--- config.mk ---
export PLATFORM = sky130hd
export DESIGN_NAME = adsr_envelope_generator_top_flat
export DESIGN_NICKNAME = d
export VERILOG_FILES = /design/src/rtl/adsr_pkg.sv /design/src/rtl/adsr_if.sv /design/src/rtl/adsr_ctrl.sv /design/src/rtl/adsr_datapath.sv /design/src/rtl/adsr_envelope_generator_top.sv /design/src/flat_wrapper.sv
export SDC_FILE = /design/constraint.sdc
export NUM_CORES = 2
export LEC_CHECK = 0
export BUFFER_PORTS_ARGS = -buffer_cell sky130_fd_sc_hd__buf_2
export CAP_MARGIN = 10
export CORE_MARGIN = 2
export CORE_UTILIZATION = 50
export CTS_CLUSTER_DIAMETER = 80
export CTS_CLUSTER_SIZE = 20
export DETAILED_ROUTE_END_ITERATION = 8
export PLACE_DENSITY = 0.69
export REMOVE_ABC_BUFFERS = 1
export SLEW_MARGIN = 30
export SYNTH_ARGS = -nofsm -noshare
export SYNTH_HDL_FRONTEND = slang
export SYNTH_HIERARCHICAL = 1
export SYNTH_SLANG_ARGS = --single-unit
--- constraint.sdc ---
create_clock -name clk -period 11.36 [get_ports clk]
set_input_delay 0.568 -clock clk [delete_from_list [all_inputs] [get_ports clk]]
set_output_delay 0.568 -clock clk [all_outputs]
set_load 0.1 [all_outputs]
--- src/rtl/adsr_pkg.sv ---
`timescale 1ns / 1ps

package adsr_pkg;

    // Fixed field widths
    localparam int TRIG_W      = 16;
    localparam int ENV_W       = 18;
    localparam int LEVEL_W     = 16;
    localparam int CFG_INDEX_W = 3;
    localparam int CFG_DATA_W  = 20;

    // Click gain is Q1.15
    localparam int GAIN_FRAC   = 15;
    localparam int GAIN_ROUND  = (1 << GAIN_FRAC) - 1;

    // Output saturation limits (magnitudes)
    localparam int ENV_POS_MAX = (1 << (ENV_W - 1)) - 1;
    localparam int ENV_NEG_MAG = 1 << (ENV_W - 1);

    // Register reset values
    localparam int ATTACK_RESET  = 441;
    localparam int DECAY_RESET   = 2205;
    localparam int SUSTAIN_RESET = 4410;
    localparam int RELEASE_RESET = 4410;
    localparam int LEVEL1_RESET  = 22938;
    localparam int LEVEL2_RESET  = 3277;

    typedef enum logic [CFG_INDEX_W-1:0] {
        REG_ATTACK  = 3'd0,
        REG_DECAY   = 3'd1,
        REG_SUSTAIN = 3'd2,
        REG_RELEASE = 3'd3,
        REG_LEVEL1  = 3'd4,
        REG_LEVEL2  = 3'd5,
        REG_MUTE    = 3'd6
    } cfg_index_t;

    typedef enum logic [2:0] {
        ST_IDLE,
        ST_SELECT,
        ST_MUL_FIRST,
        ST_MUL_SECOND,
        ST_DIV_LOAD,
        ST_DIVIDE,
        ST_SCALE,
        ST_FINISH
    } ctrl_state_t;

    typedef struct packed {
        logic accept;
        logic select;
        logic mul_first;
        logic mul_second;
        logic div_load;
        logic div_step;
        logic scale;
        logic finish;
    } adsr_cmd_t;

    typedef struct packed {
        logic mute;
        logic out_free;
    } adsr_status_t;

endpackage

--- src/rtl/adsr_if.sv ---
`timescale 1ns / 1ps

interface adsr_trig_if import adsr_pkg::*; ();
    logic                     valid;
    logic                     ready;
    logic signed [TRIG_W-1:0] trigger_level;

    modport source (output valid, output trigger_level, input ready);
    modport sink   (input valid, input trigger_level, output ready);
endinterface

interface adsr_env_if import adsr_pkg::*; ();
    logic                    valid;
    logic                    ready;
    logic signed [ENV_W-1:0] envelope_sample;

    modport source (output valid, output envelope_sample, input ready);
    modport sink   (input valid, input envelope_sample, output ready);
endinterface

interface adsr_cfg_if import adsr_pkg::*; ();
    logic                   valid;
    logic                   ready;
    logic [CFG_INDEX_W-1:0] index;
    logic [CFG_DATA_W-1:0]  data;

    modport source (output valid, output index, output data, input ready);
    modport sink   (input valid, input index, input data, output ready);
endinterface

--- src/rtl/adsr_ctrl.sv ---
`timescale 1ns / 1ps

module adsr_ctrl import adsr_pkg::*; #(
    parameter int QUOT_BITS = 16
) (
    input  logic         clk,
    input  logic         rst_n,
    input  logic         in_valid,
    output logic         in_ready,
    input  adsr_status_t status,
    output adsr_cmd_t    cmd
);

    localparam int CW = $clog2(QUOT_BITS);

    ctrl_state_t   state_reg, state_next;
    logic [CW-1:0] div_cnt_reg, div_cnt_next;

    always_ff @(posedge clk or negedge rst_n)
    begin
        if (!rst_n)
        begin
            state_reg   <= ST_IDLE;
            div_cnt_reg <= '0;
        end
        else
        begin
            state_reg   <= state_next;
            div_cnt_reg <= div_cnt_next;
        end
    end

    always_comb
    begin
        state_next   = state_reg;
        div_cnt_next = div_cnt_reg;
        cmd          = '0;
        in_ready     = 1'b0;
        case (state_reg)
            ST_IDLE:
            begin
                in_ready = 1'b1;
                if (in_valid)
                begin
                    cmd.accept = 1'b1;
                    state_next = status.mute ? ST_FINISH : ST_SELECT;
                end
            end
            ST_SELECT:
            begin
                cmd.select = 1'b1;
                state_next = ST_MUL_FIRST;
            end
            ST_MUL_FIRST:
            begin
                cmd.mul_first = 1'b1;
                state_next    = ST_MUL_SECOND;
            end
            ST_MUL_SECOND:
            begin
                cmd.mul_second = 1'b1;
                state_next     = ST_DIV_LOAD;
            end
            ST_DIV_LOAD:
            begin
                cmd.div_load = 1'b1;
                div_cnt_next = '0;
                state_next   = ST_DIVIDE;
            end
            ST_DIVIDE:
            begin
                cmd.div_step = 1'b1;
                div_cnt_next = div_cnt_reg + 1'b1;
                if (div_cnt_reg == CW'(QUOT_BITS - 1))
                begin
                    state_next = ST_SCALE;
                end
            end
            ST_SCALE:
            begin
                cmd.scale  = 1'b1;
                state_next = ST_FINISH;
            end
            ST_FINISH:
            begin
                if (status.out_free)
                begin
                    cmd.finish = 1'b1;
                    state_next = ST_IDLE;
                end
            end
            default:
            begin
                state_next = ST_IDLE;
            end
        endcase
    end

endmodule

--- src/rtl/adsr_datapath.sv ---
`timescale 1ns / 1ps

module adsr_datapath import adsr_pkg::*; #(
    parameter int SEGMENT_BITS  = 20,
    parameter int FRACTION_BITS = 15
) (
    input  logic                     clk,
    input  logic                     rst_n,
    input  adsr_cmd_t                cmd,
    output adsr_status_t             status,
    input  logic signed [TRIG_W-1:0] trigger_level,
    input  logic                     cfg_valid,
    input  logic [CFG_INDEX_W-1:0]   cfg_index,
    input  logic [CFG_DATA_W-1:0]    cfg_data,
    output logic                     out_valid,
    input  logic                     out_ready,
    output logic signed [ENV_W-1:0]  envelope_sample
);

    localparam int SW  = SEGMENT_BITS;
    localparam int CTW = SEGMENT_BITS + 3;
    localparam int QW  = FRACTION_BITS + 1;
    localparam int NW  = SW + QW;
    localparam int LW  = (SW < CFG_DATA_W) ? SW : CFG_DATA_W;
    localparam int SCW = QW + TRIG_W;
    localparam int RW  = SCW + 1 - GAIN_FRAC;
    localparam int MW  = (RW > ENV_W) ? RW : ENV_W;
    localparam logic [QW-1:0] ONE = {1'b1, {FRACTION_BITS{1'b0}}};

    // Configuration registers
    logic [SW-1:0]      attack_reg, decay_reg, sustain_reg, release_reg;
    logic [LEVEL_W-1:0] level1_reg, level2_reg;
    logic               mute_reg;

    always_ff @(posedge clk or negedge rst_n)
    begin
        if (!rst_n)
        begin
            attack_reg  <= SW'(ATTACK_RESET);
            decay_reg   <= SW'(DECAY_RESET);
            sustain_reg <= SW'(SUSTAIN_RESET);
            release_reg <= SW'(RELEASE_RESET);
            level1_reg  <= LEVEL_W'(LEVEL1_RESET);
            level2_reg  <= LEVEL_W'(LEVEL2_RESET);
            mute_reg    <= 1'b0;
        end
        else if (cfg_valid)
        begin
            case (cfg_index)
                REG_ATTACK:  attack_reg  <= SW'(cfg_data[LW-1:0]);
                REG_DECAY:   decay_reg   <= SW'(cfg_data[LW-1:0]);
                REG_SUSTAIN: sustain_reg <= SW'(cfg_data[LW-1:0]);
                REG_RELEASE: release_reg <= SW'(cfg_data[LW-1:0]);
                REG_LEVEL1:  level1_reg  <= cfg_data[LEVEL_W-1:0];
                REG_LEVEL2:  level2_reg  <= cfg_data[LEVEL_W-1:0];
                REG_MUTE:    mute_reg    <= cfg_data[0];
                default:     ;
            endcase
        end
    end

    // Segment boundaries, refreshed every cycle from the registers
    logic [CTW-1:0] bound2_reg, bound3_reg, total_reg;

    always_ff @(posedge clk)
    begin
        bound2_reg <= CTW'(attack_reg) + CTW'(decay_reg);
        bound3_reg <= CTW'(attack_reg) + CTW'(decay_reg) + CTW'(sustain_reg);
        total_reg  <= (CTW'(attack_reg) + CTW'(decay_reg))
                    + (CTW'(sustain_reg) + CTW'(release_reg));
    end

    // Levels at FRACTION_BITS fraction bits
    logic [QW-1:0] level1_frac, level2_frac;

    if (FRACTION_BITS >= GAIN_FRAC)
    begin : g_level_up
        assign level1_frac = QW'(level1_reg) << (FRACTION_BITS - GAIN_FRAC);
        assign level2_frac = QW'(level2_reg) << (FRACTION_BITS - GAIN_FRAC);
    end
    else
    begin : g_level_down
        assign level1_frac = QW'(level1_reg >> (GAIN_FRAC - FRACTION_BITS));
        assign level2_frac = QW'(level2_reg >> (GAIN_FRAC - FRACTION_BITS));
    end

    // Envelope state
    logic [CTW-1:0]           counter_reg;
    logic signed [TRIG_W-1:0] gain_reg;
    logic                     muted_reg;

    // Segment selection
    logic [CTW-1:0] to_bound2, to_bound3, to_total, past_attack, past_bound2;
    logic [SW-1:0]  x1_sel, x2_sel, div_sel;
    logic [QW-1:0]  y1_sel, y2_sel;
    logic           off_sel;

    assign to_bound2   = bound2_reg - counter_reg;
    assign to_bound3   = bound3_reg - counter_reg;
    assign to_total    = total_reg - counter_reg;
    assign past_attack = counter_reg - CTW'(attack_reg);
    assign past_bound2 = counter_reg - bound2_reg;

    always_comb
    begin
        x1_sel  = '0;
        y1_sel  = '0;
        x2_sel  = '0;
        y2_sel  = '0;
        div_sel = release_reg;
        off_sel = 1'b0;
        if (counter_reg < CTW'(attack_reg))
        begin
            x1_sel  = counter_reg[SW-1:0];
            y1_sel  = ONE;
            div_sel = attack_reg;
        end
        else if (counter_reg < bound2_reg)
        begin
            x1_sel  = to_bound2[SW-1:0];
            y1_sel  = ONE;
            x2_sel  = past_attack[SW-1:0];
            y2_sel  = level1_frac;
            div_sel = decay_reg;
        end
        else if (counter_reg < bound3_reg)
        begin
            x1_sel  = to_bound3[SW-1:0];
            y1_sel  = level1_frac;
            x2_sel  = past_bound2[SW-1:0];
            y2_sel  = level2_frac;
            div_sel = sustain_reg;
        end
        else if (counter_reg < total_reg)
        begin
            x1_sel  = to_total[SW-1:0];
            y1_sel  = level2_frac;
            div_sel = release_reg;
        end
        else
        begin
            off_sel = 1'b1;
        end
    end

    logic [SW-1:0] x1_reg, x2_reg, div_reg;
    logic [QW-1:0] y1_reg, y2_reg;
    logic          off_reg;

    // Shared multiplier for the numerator terms
    logic [NW-1:0] prod;
    assign prod = cmd.mul_first ? NW'(x1_reg) * NW'(y1_reg)
                                : NW'(x2_reg) * NW'(y2_reg);

    logic [NW-1:0] num_reg;

    // Restoring divider, one quotient bit per step; remainder starts below div
    logic [SW-1:0] rem_reg;
    logic [QW-1:0] quo_reg;
    logic [SW:0]   trial, trial_diff;
    logic          trial_ge;

    assign trial      = {rem_reg, quo_reg[QW-1]};
    assign trial_ge   = trial >= {1'b0, div_reg};
    assign trial_diff = trial - {1'b0, div_reg};

    // Click gain scaling
    logic [TRIG_W-1:0] gain_abs;
    logic [QW-1:0]     env_value;
    logic [QW-1:0]     env_reg;
    logic [SCW-1:0]    mag_reg;
    logic              scaled_reg, neg_reg;

    assign gain_abs  = gain_reg[TRIG_W-1] ? (~gain_reg + 1'b1) : gain_reg;
    assign env_value = off_reg ? '0 : quo_reg;

    always_ff @(posedge clk)
    begin
        if (cmd.select)
        begin
            x1_reg  <= x1_sel;
            y1_reg  <= y1_sel;
            x2_reg  <= x2_sel;
            y2_reg  <= y2_sel;
            div_reg <= div_sel;
            off_reg <= off_sel;
        end
        if (cmd.mul_first)
        begin
            num_reg <= prod;
        end
        if (cmd.mul_second)
        begin
            num_reg <= num_reg + prod;
        end
        if (cmd.div_load)
        begin
            rem_reg <= num_reg[NW-1:QW];
            quo_reg <= num_reg[QW-1:0];
        end
        if (cmd.div_step)
        begin
            rem_reg <= trial_ge ? trial_diff[SW-1:0] : trial[SW-1:0];
            quo_reg <= {quo_reg[QW-2:0], trial_ge};
        end
        if (cmd.scale)
        begin
            env_reg    <= env_value;
            mag_reg    <= SCW'(env_value) * SCW'(gain_abs);
            scaled_reg <= (gain_reg != '0) && (env_value != '0);
            neg_reg    <= gain_reg[TRIG_W-1];
        end
    end

    // Rounding toward minus infinity for negative gain, then saturation
    logic [SCW:0]      mag_sum;
    logic [RW-1:0]     rounded;
    logic [MW-1:0]     sel_mag;
    logic              neg_out;
    logic [ENV_W-1:0]  sat_value;

    assign mag_sum = {1'b0, mag_reg} + (SCW+1)'(neg_reg ? GAIN_ROUND : 0);
    assign rounded = mag_sum[SCW:GAIN_FRAC];
    assign sel_mag = scaled_reg ? MW'(rounded) : MW'(env_reg);
    assign neg_out = scaled_reg && neg_reg;

    always_comb
    begin
        if (neg_out)
        begin
            if (sel_mag > MW'(ENV_NEG_MAG))
                sat_value = ENV_W'(ENV_NEG_MAG);
            else
                sat_value = ~sel_mag[ENV_W-1:0] + 1'b1;
        end
        else
        begin
            if (sel_mag > MW'(ENV_POS_MAX))
                sat_value = ENV_W'(ENV_POS_MAX);
            else
                sat_value = sel_mag[ENV_W-1:0];
        end
    end

    // Counter and click gain
    always_ff @(posedge clk or negedge rst_n)
    begin
        if (!rst_n)
        begin
            counter_reg <= '0;
            gain_reg    <= '0;
            muted_reg   <= 1'b0;
        end
        else
        begin
            if (cmd.accept)
            begin
                muted_reg <= mute_reg;
                if (!mute_reg && trigger_level != '0)
                begin
                    gain_reg    <= trigger_level;
                    counter_reg <= '0;
                end
            end
            if (cmd.finish && !muted_reg && counter_reg < total_reg)
            begin
                counter_reg <= counter_reg + 1'b1;
            end
        end
    end

    // Output register
    logic                    out_valid_reg;
    logic signed [ENV_W-1:0] out_data_reg;

    always_ff @(posedge clk or negedge rst_n)
    begin
        if (!rst_n)
        begin
            out_valid_reg <= 1'b0;
        end
        else if (cmd.finish)
        begin
            out_valid_reg <= 1'b1;
        end
        else if (out_ready)
        begin
            out_valid_reg <= 1'b0;
        end
    end

    always_ff @(posedge clk)
    begin
        if (cmd.finish)
        begin
            out_data_reg <= muted_reg ? '0 : sat_value;
        end
    end

    assign out_valid       = out_valid_reg;
    assign envelope_sample = out_data_reg;
    assign status.mute     = mute_reg;
    assign status.out_free = !out_valid_reg || out_ready;

endmodule

--- src/rtl/adsr_envelope_generator_top.sv ---
`timescale 1ns / 1ps

// One-shot ADSR envelope generator, one output word per trigger word.
// Channels:
//   trigger  - sink, one Q1.15 trigger word per audio tick. Nonzero restarts
//              the envelope and sets the click gain unless muted.
//   envelope - source, one signed Q3.15 envelope word per trigger word.
//   cfg      - register writes (index, data), always ready. Write only while
//              the block is idle.
// Sequence: an accepted word passes segment select, two multiply steps,
// divider load, the radix-2 divider, which produces one quotient bit per
// cycle, a scale step and the finish step into the output register. A new
// trigger word is accepted only after the previous one has finished.
// When muted, accept goes straight to the finish step; the output word is zero.
// Reset: registers return to their default lengths and levels, counter and
// click gain clear, output register empties.
// A stalled receiver holds the finished word in the output register; the
// next trigger word is still accepted and computed, then waits for a free
// output register before finishing.

module adsr_envelope_generator_top import adsr_pkg::*; #(
    parameter int SEGMENT_BITS  = 20,
    parameter int FRACTION_BITS = 15
) (
    input logic          clk,
    input logic          rst_n,
    adsr_trig_if.sink    trigger,
    adsr_env_if.source   envelope,
    adsr_cfg_if.sink     cfg
);

    adsr_cmd_t    cmd;
    adsr_status_t status;

    // Register writes never stall
    assign cfg.ready = 1'b1;

    // Sequencer: accept, select segment, two multiply steps, divider load, divide, scale, finish
    adsr_ctrl #(
        .QUOT_BITS (FRACTION_BITS + 1)
    ) u_ctrl (
        .clk      (clk),
        .rst_n    (rst_n),
        .in_valid (trigger.valid),
        .in_ready (trigger.ready),
        .status   (status),
        .cmd      (cmd)
    );

    // Registers, counter, multiplier, divider, scaling and output register
    adsr_datapath #(
        .SEGMENT_BITS  (SEGMENT_BITS),
        .FRACTION_BITS (FRACTION_BITS)
    ) u_datapath (
        .clk             (clk),
        .rst_n           (rst_n),
        .cmd             (cmd),
        .status          (status),
        .trigger_level   (trigger.trigger_level),
        .cfg_valid       (cfg.valid),
        .cfg_index       (cfg.index),
        .cfg_data        (cfg.data),
        .out_valid       (envelope.valid),
        .out_ready       (envelope.ready),
        .envelope_sample (envelope.envelope_sample)
    );

endmodule
--- src/flat_wrapper.sv ---
// flat-port wrapper written by rule: the top's interface ports become plain ports
module adsr_envelope_generator_top_flat import adsr_pkg::*;
#(
    parameter int SEGMENT_BITS  = 20,
    parameter int FRACTION_BITS = 15
)
  (clk, rst_n, trigger_valid, trigger_trigger_level, trigger_ready, envelope_valid, envelope_envelope_sample, envelope_ready, cfg_valid, cfg_index, cfg_data, cfg_ready);
  adsr_trig_if trigger_i ();
  adsr_env_if envelope_i ();
  adsr_cfg_if cfg_i ();
  input logic clk;
  input logic rst_n;
  input wire logic [$bits(trigger_i.valid)-1:0] trigger_valid;
  input wire logic [$bits(trigger_i.trigger_level)-1:0] trigger_trigger_level;
  output wire logic [$bits(trigger_i.ready)-1:0] trigger_ready;
  output wire logic [$bits(envelope_i.valid)-1:0] envelope_valid;
  output wire logic [$bits(envelope_i.envelope_sample)-1:0] envelope_envelope_sample;
  input wire logic [$bits(envelope_i.ready)-1:0] envelope_ready;
  input wire logic [$bits(cfg_i.valid)-1:0] cfg_valid;
  input wire logic [$bits(cfg_i.index)-1:0] cfg_index;
  input wire logic [$bits(cfg_i.data)-1:0] cfg_data;
  output wire logic [$bits(cfg_i.ready)-1:0] cfg_ready;
  assign trigger_i.valid = trigger_valid;
  assign trigger_i.trigger_level = trigger_trigger_level;
  assign trigger_ready = trigger_i.ready;
  assign envelope_valid = envelope_i.valid;
  assign envelope_envelope_sample = envelope_i.envelope_sample;
  assign envelope_i.ready = envelope_ready;
  assign cfg_i.valid = cfg_valid;
  assign cfg_i.index = cfg_index;
  assign cfg_i.data = cfg_data;
  assign cfg_ready = cfg_i.ready;
  adsr_envelope_generator_top #(.SEGMENT_BITS(SEGMENT_BITS), .FRACTION_BITS(FRACTION_BITS)) u_core (.clk(clk), .rst_n(rst_n), .trigger(trigger_i), .envelope(envelope_i), .cfg(cfg_i));
endmodule
==> impl_metrics.yaml <==
status:
  status: "finished, final reports clean"
layout:
  multi_input_area_um2: 42120
  syn_to_final_growth_pct: 5.209
  largest_reg_flops: 36
  drive_gt1_share_pct: 6.569
  final_core_util_pct: 53.05
  nNetsFinal: 7835
  fin_area_um2: 62730
  n_fill_cell: 10787
  regArea_um2: 12380
clock_tree:
  clk_path_buf_depth: 3
  clk_pin_slew_ps: 90
  cts_root_buf: "clkbuf_16"
  cts_setup_buffers: 0
  insertion_delay_ps: 640
  cts_buffers: 39
  clock_sinks: 459
  h-tree-depth: 2
  postCtsHoldBufs: 1
  cts_tree: "built"
  post_cts_resized: 0
route:
  num_vias: 45200
  wl_per_cell_um: 19.92
  firstDrtPassIters: 6
  drtIter0Drc: 2880
  ant_nets: 0
  drc: 0
  totalWireLength_mm: 160.1
  viasPerCell: 5.624
yosys:
  synth.area.mux_share_pct: 3.509
  synth_edf_count: 233
  yosys_warnings: 6
  ys_seq_elements: 459
  yosys.area_share.simple_pct: 14.36
  syn_inst: 6567
  ys_seq_area_share_pct: 20.76
  synth_top_family_by_area: "adder cells"
  synth_xor_area_share_pct: 4.231
  synthFlopType: "edfxtp_1"
  yosysUniqueCellTypes: 95
  syn_area_um2: 59620
  synth_fa_ha_area_share_pct: 36.84
  postSynthAreaPerCell_um2: 9.079
  synth-compound-area-share_pct: 11.50
  postSynth.asyncResetShare_pct: 35.08
grt:
  grt_pass1_vias: 47515
  grt_pass1_wl_mm: 257.9
  grt_max_degree: 60
  grt.overflow.total: 0
  track_usage_pct: 26.83
  antenna_found_initial: 9
placed_design:
  dp_hpwl_mm: 127.0
  dpl-instance-area_um2: 61390
  io_buffers: 63
  gp_congestion: 0.9352
die:
  io_pins: 65
  die_x_um: 349.3
  dieHeight_um: 349.3
  dieArea_um2: 122000
  initial_core_util_pct: 50.42
  floorplan.rows: 126
  core_um2: 118200
critical_path:
  arrival_ps: 9560
  path_common_cell: "fa_1"
  path_max_fanout: 20
  crit_path_top_delay_cell: "edfxtp_1"
  critPathMaxStageDelay_ps: 990
  reg2reg_slack_ps: 2190
  worstSetupEndpointType: "flop"
  crit_type: "reg -> reg"
  required_ps: 11750
  critPathLaunchType: "flop"
sta:
  slew_headroom_pct: 32.17
  setup_viol: 0
  slew_violations: 0
  rsz0062_at_grt: "no"
  setup_tns_ps: 0
  max_freq_mhz: 109.0
  tightest_slew_ps: 1009
  hold_viol: 0
  finalCritPeriodShare_pct: 80.74
  fin_crit_ps: 9172
  fin_skew_ps: 63.92
flow_run:
  cap_violations: 0
min_path:
  min_path_type: "in -> reg"
## placed cells by master (no fill, tap or decap), types with 47 or more instances in the layout
master	n
buf_4	55
nor2_1	381
o21a_1	50
buf_2	62
a21o_1	115
inv_1	1130
xnor2_1	188
nand2_1	777
nand2b_1	63
ha_1	597
fa_1	724
mux2_2	144
nand3_1	64
a22oi_1	48
dfxtp_1	65
o21ai_0	224
nor3_1	56
a21oi_1	319
edfxtp_1	233
and2_1	289
and3_1	47
mux2i_1	47
dfrtp_1	122
xor2_1	97
## metrics by stage
step,hold WS [ps],instances,setup slack [ps]
floorplan,272.4,6310,3095
CTS,165.8,8036,2287
global placement,493.7,7964,2366
global route,198.7,8036,1750
detailed placement,513.7,7964,2285
finish,190.9,8037,2188
## per-layer routing
metal / up-vias / part of all wire [%] / track usage [%] / wire length (um)
met2: 1335 / 50 / 47.21 / 79280
met3: 324 / 5.7 / 3.880 / 9154
met4: 10 / 4.2 / 10.54 / 6652
li1: 21025 / - / - / -
met5: - / 0.042 / 0 / 67
met1: 22506 / 41 / 33.11 / 64910
## critical path: cells and delay by family, from the launching register on
kind	cells	cell delay (ps)
adders and majority gates	8	3710
and+or+nand+nor	10	1570
buffers and inverters	5	330
AOI/OAI and AO/OA	10	2190
DFF	1	990
xor gates and xnor gates	1	110
## cells by family (layout without fill, tap and decap cells)
logic type               count (synthesis)  after routing
AND/OR/NAND/NOR                       1840           1840
buffers and inverters                 1390           1323
adder cells (fa/ha/maj)               1321           1321
AO/OA/AOI/OAI                         1077           1077
flip-flops                             459            459
XOR/XNOR                               288            288
multiplexers                           191            191
other                                    1              2
## synth_stat cells, drive strengths merged (20+ instances only)
cell type | instances | area, um2
inv | 1132 | 4249
nand2 | 777 | 2917
fa | 724 | 14490
ha | 597 | 7470
nor2 | 384 | 1441
a21oi | 321 | 1614
and2 | 291 | 1823
o21ai | 270 | 1359
edfxtp | 233 | 6997
clkbuf | 230 | 863.3
xnor2 | 191 | 1673
mux2 | 144 | 1622
dfrtp | 122 | 3053
a21o | 115 | 863.3
xor2 | 97 | 849.6
dfxtp | 65 | 1301
nand3 | 64 | 320.3
nand2b | 63 | 394.1
nor3 | 61 | 305.3
o21a | 51 | 382.9
a22oi | 48 | 360.4
and3 | 47 | 294.0
mux2i | 47 | 470.5
nor2b | 45 | 281.5
o21bai | 40 | 300.3
dfstp | 39 | 1025
a31oi | 32 | 206.5
buf | 27 | 131.4
a211oi | 25 | 207.7
nor4 | 23 | 173.9
a21boi | 22 | 165.2
a221oi | 20 | 192.7
nand4 | 20 | 125.1
## final cells by class
class	count	area share (%)
antenna	1	0.003989
tap	1536	3.064
inverter	1133	6.780
timing repair buffer	119	1.187
multi-input combinational	4718	67.15
clock buffer	47	1.604
sequential	459	19.73
clock inverter	24	0.4787
## path summary, 6_finish.rpt
path                                              start                                end  cells after the start
min in group asynchronous                         rst_n  u_core/u_datapath/sustain_reg[16]                      2
min reg2reg                u_core/u_ctrl/div_cnt_reg[1]       u_core/u_ctrl/div_cnt_reg[1]                      2
max in group asynchronous                         rst_n      u_core/u_datapath/gain_reg[8]                      4
max reg2reg                 u_core/u_datapath/y2_reg[3]      u_core/u_datapath/num_reg[35]                     34
min                                        cfg_data[19]  u_core/u_datapath/sustain_reg[19]                      3
max                         u_core/u_datapath/y2_reg[3]      u_core/u_datapath/num_reg[35]                     34
Power is not shown: default switching activity piles up to over one toggle a cycle in this logic, so the estimate is an artifact.
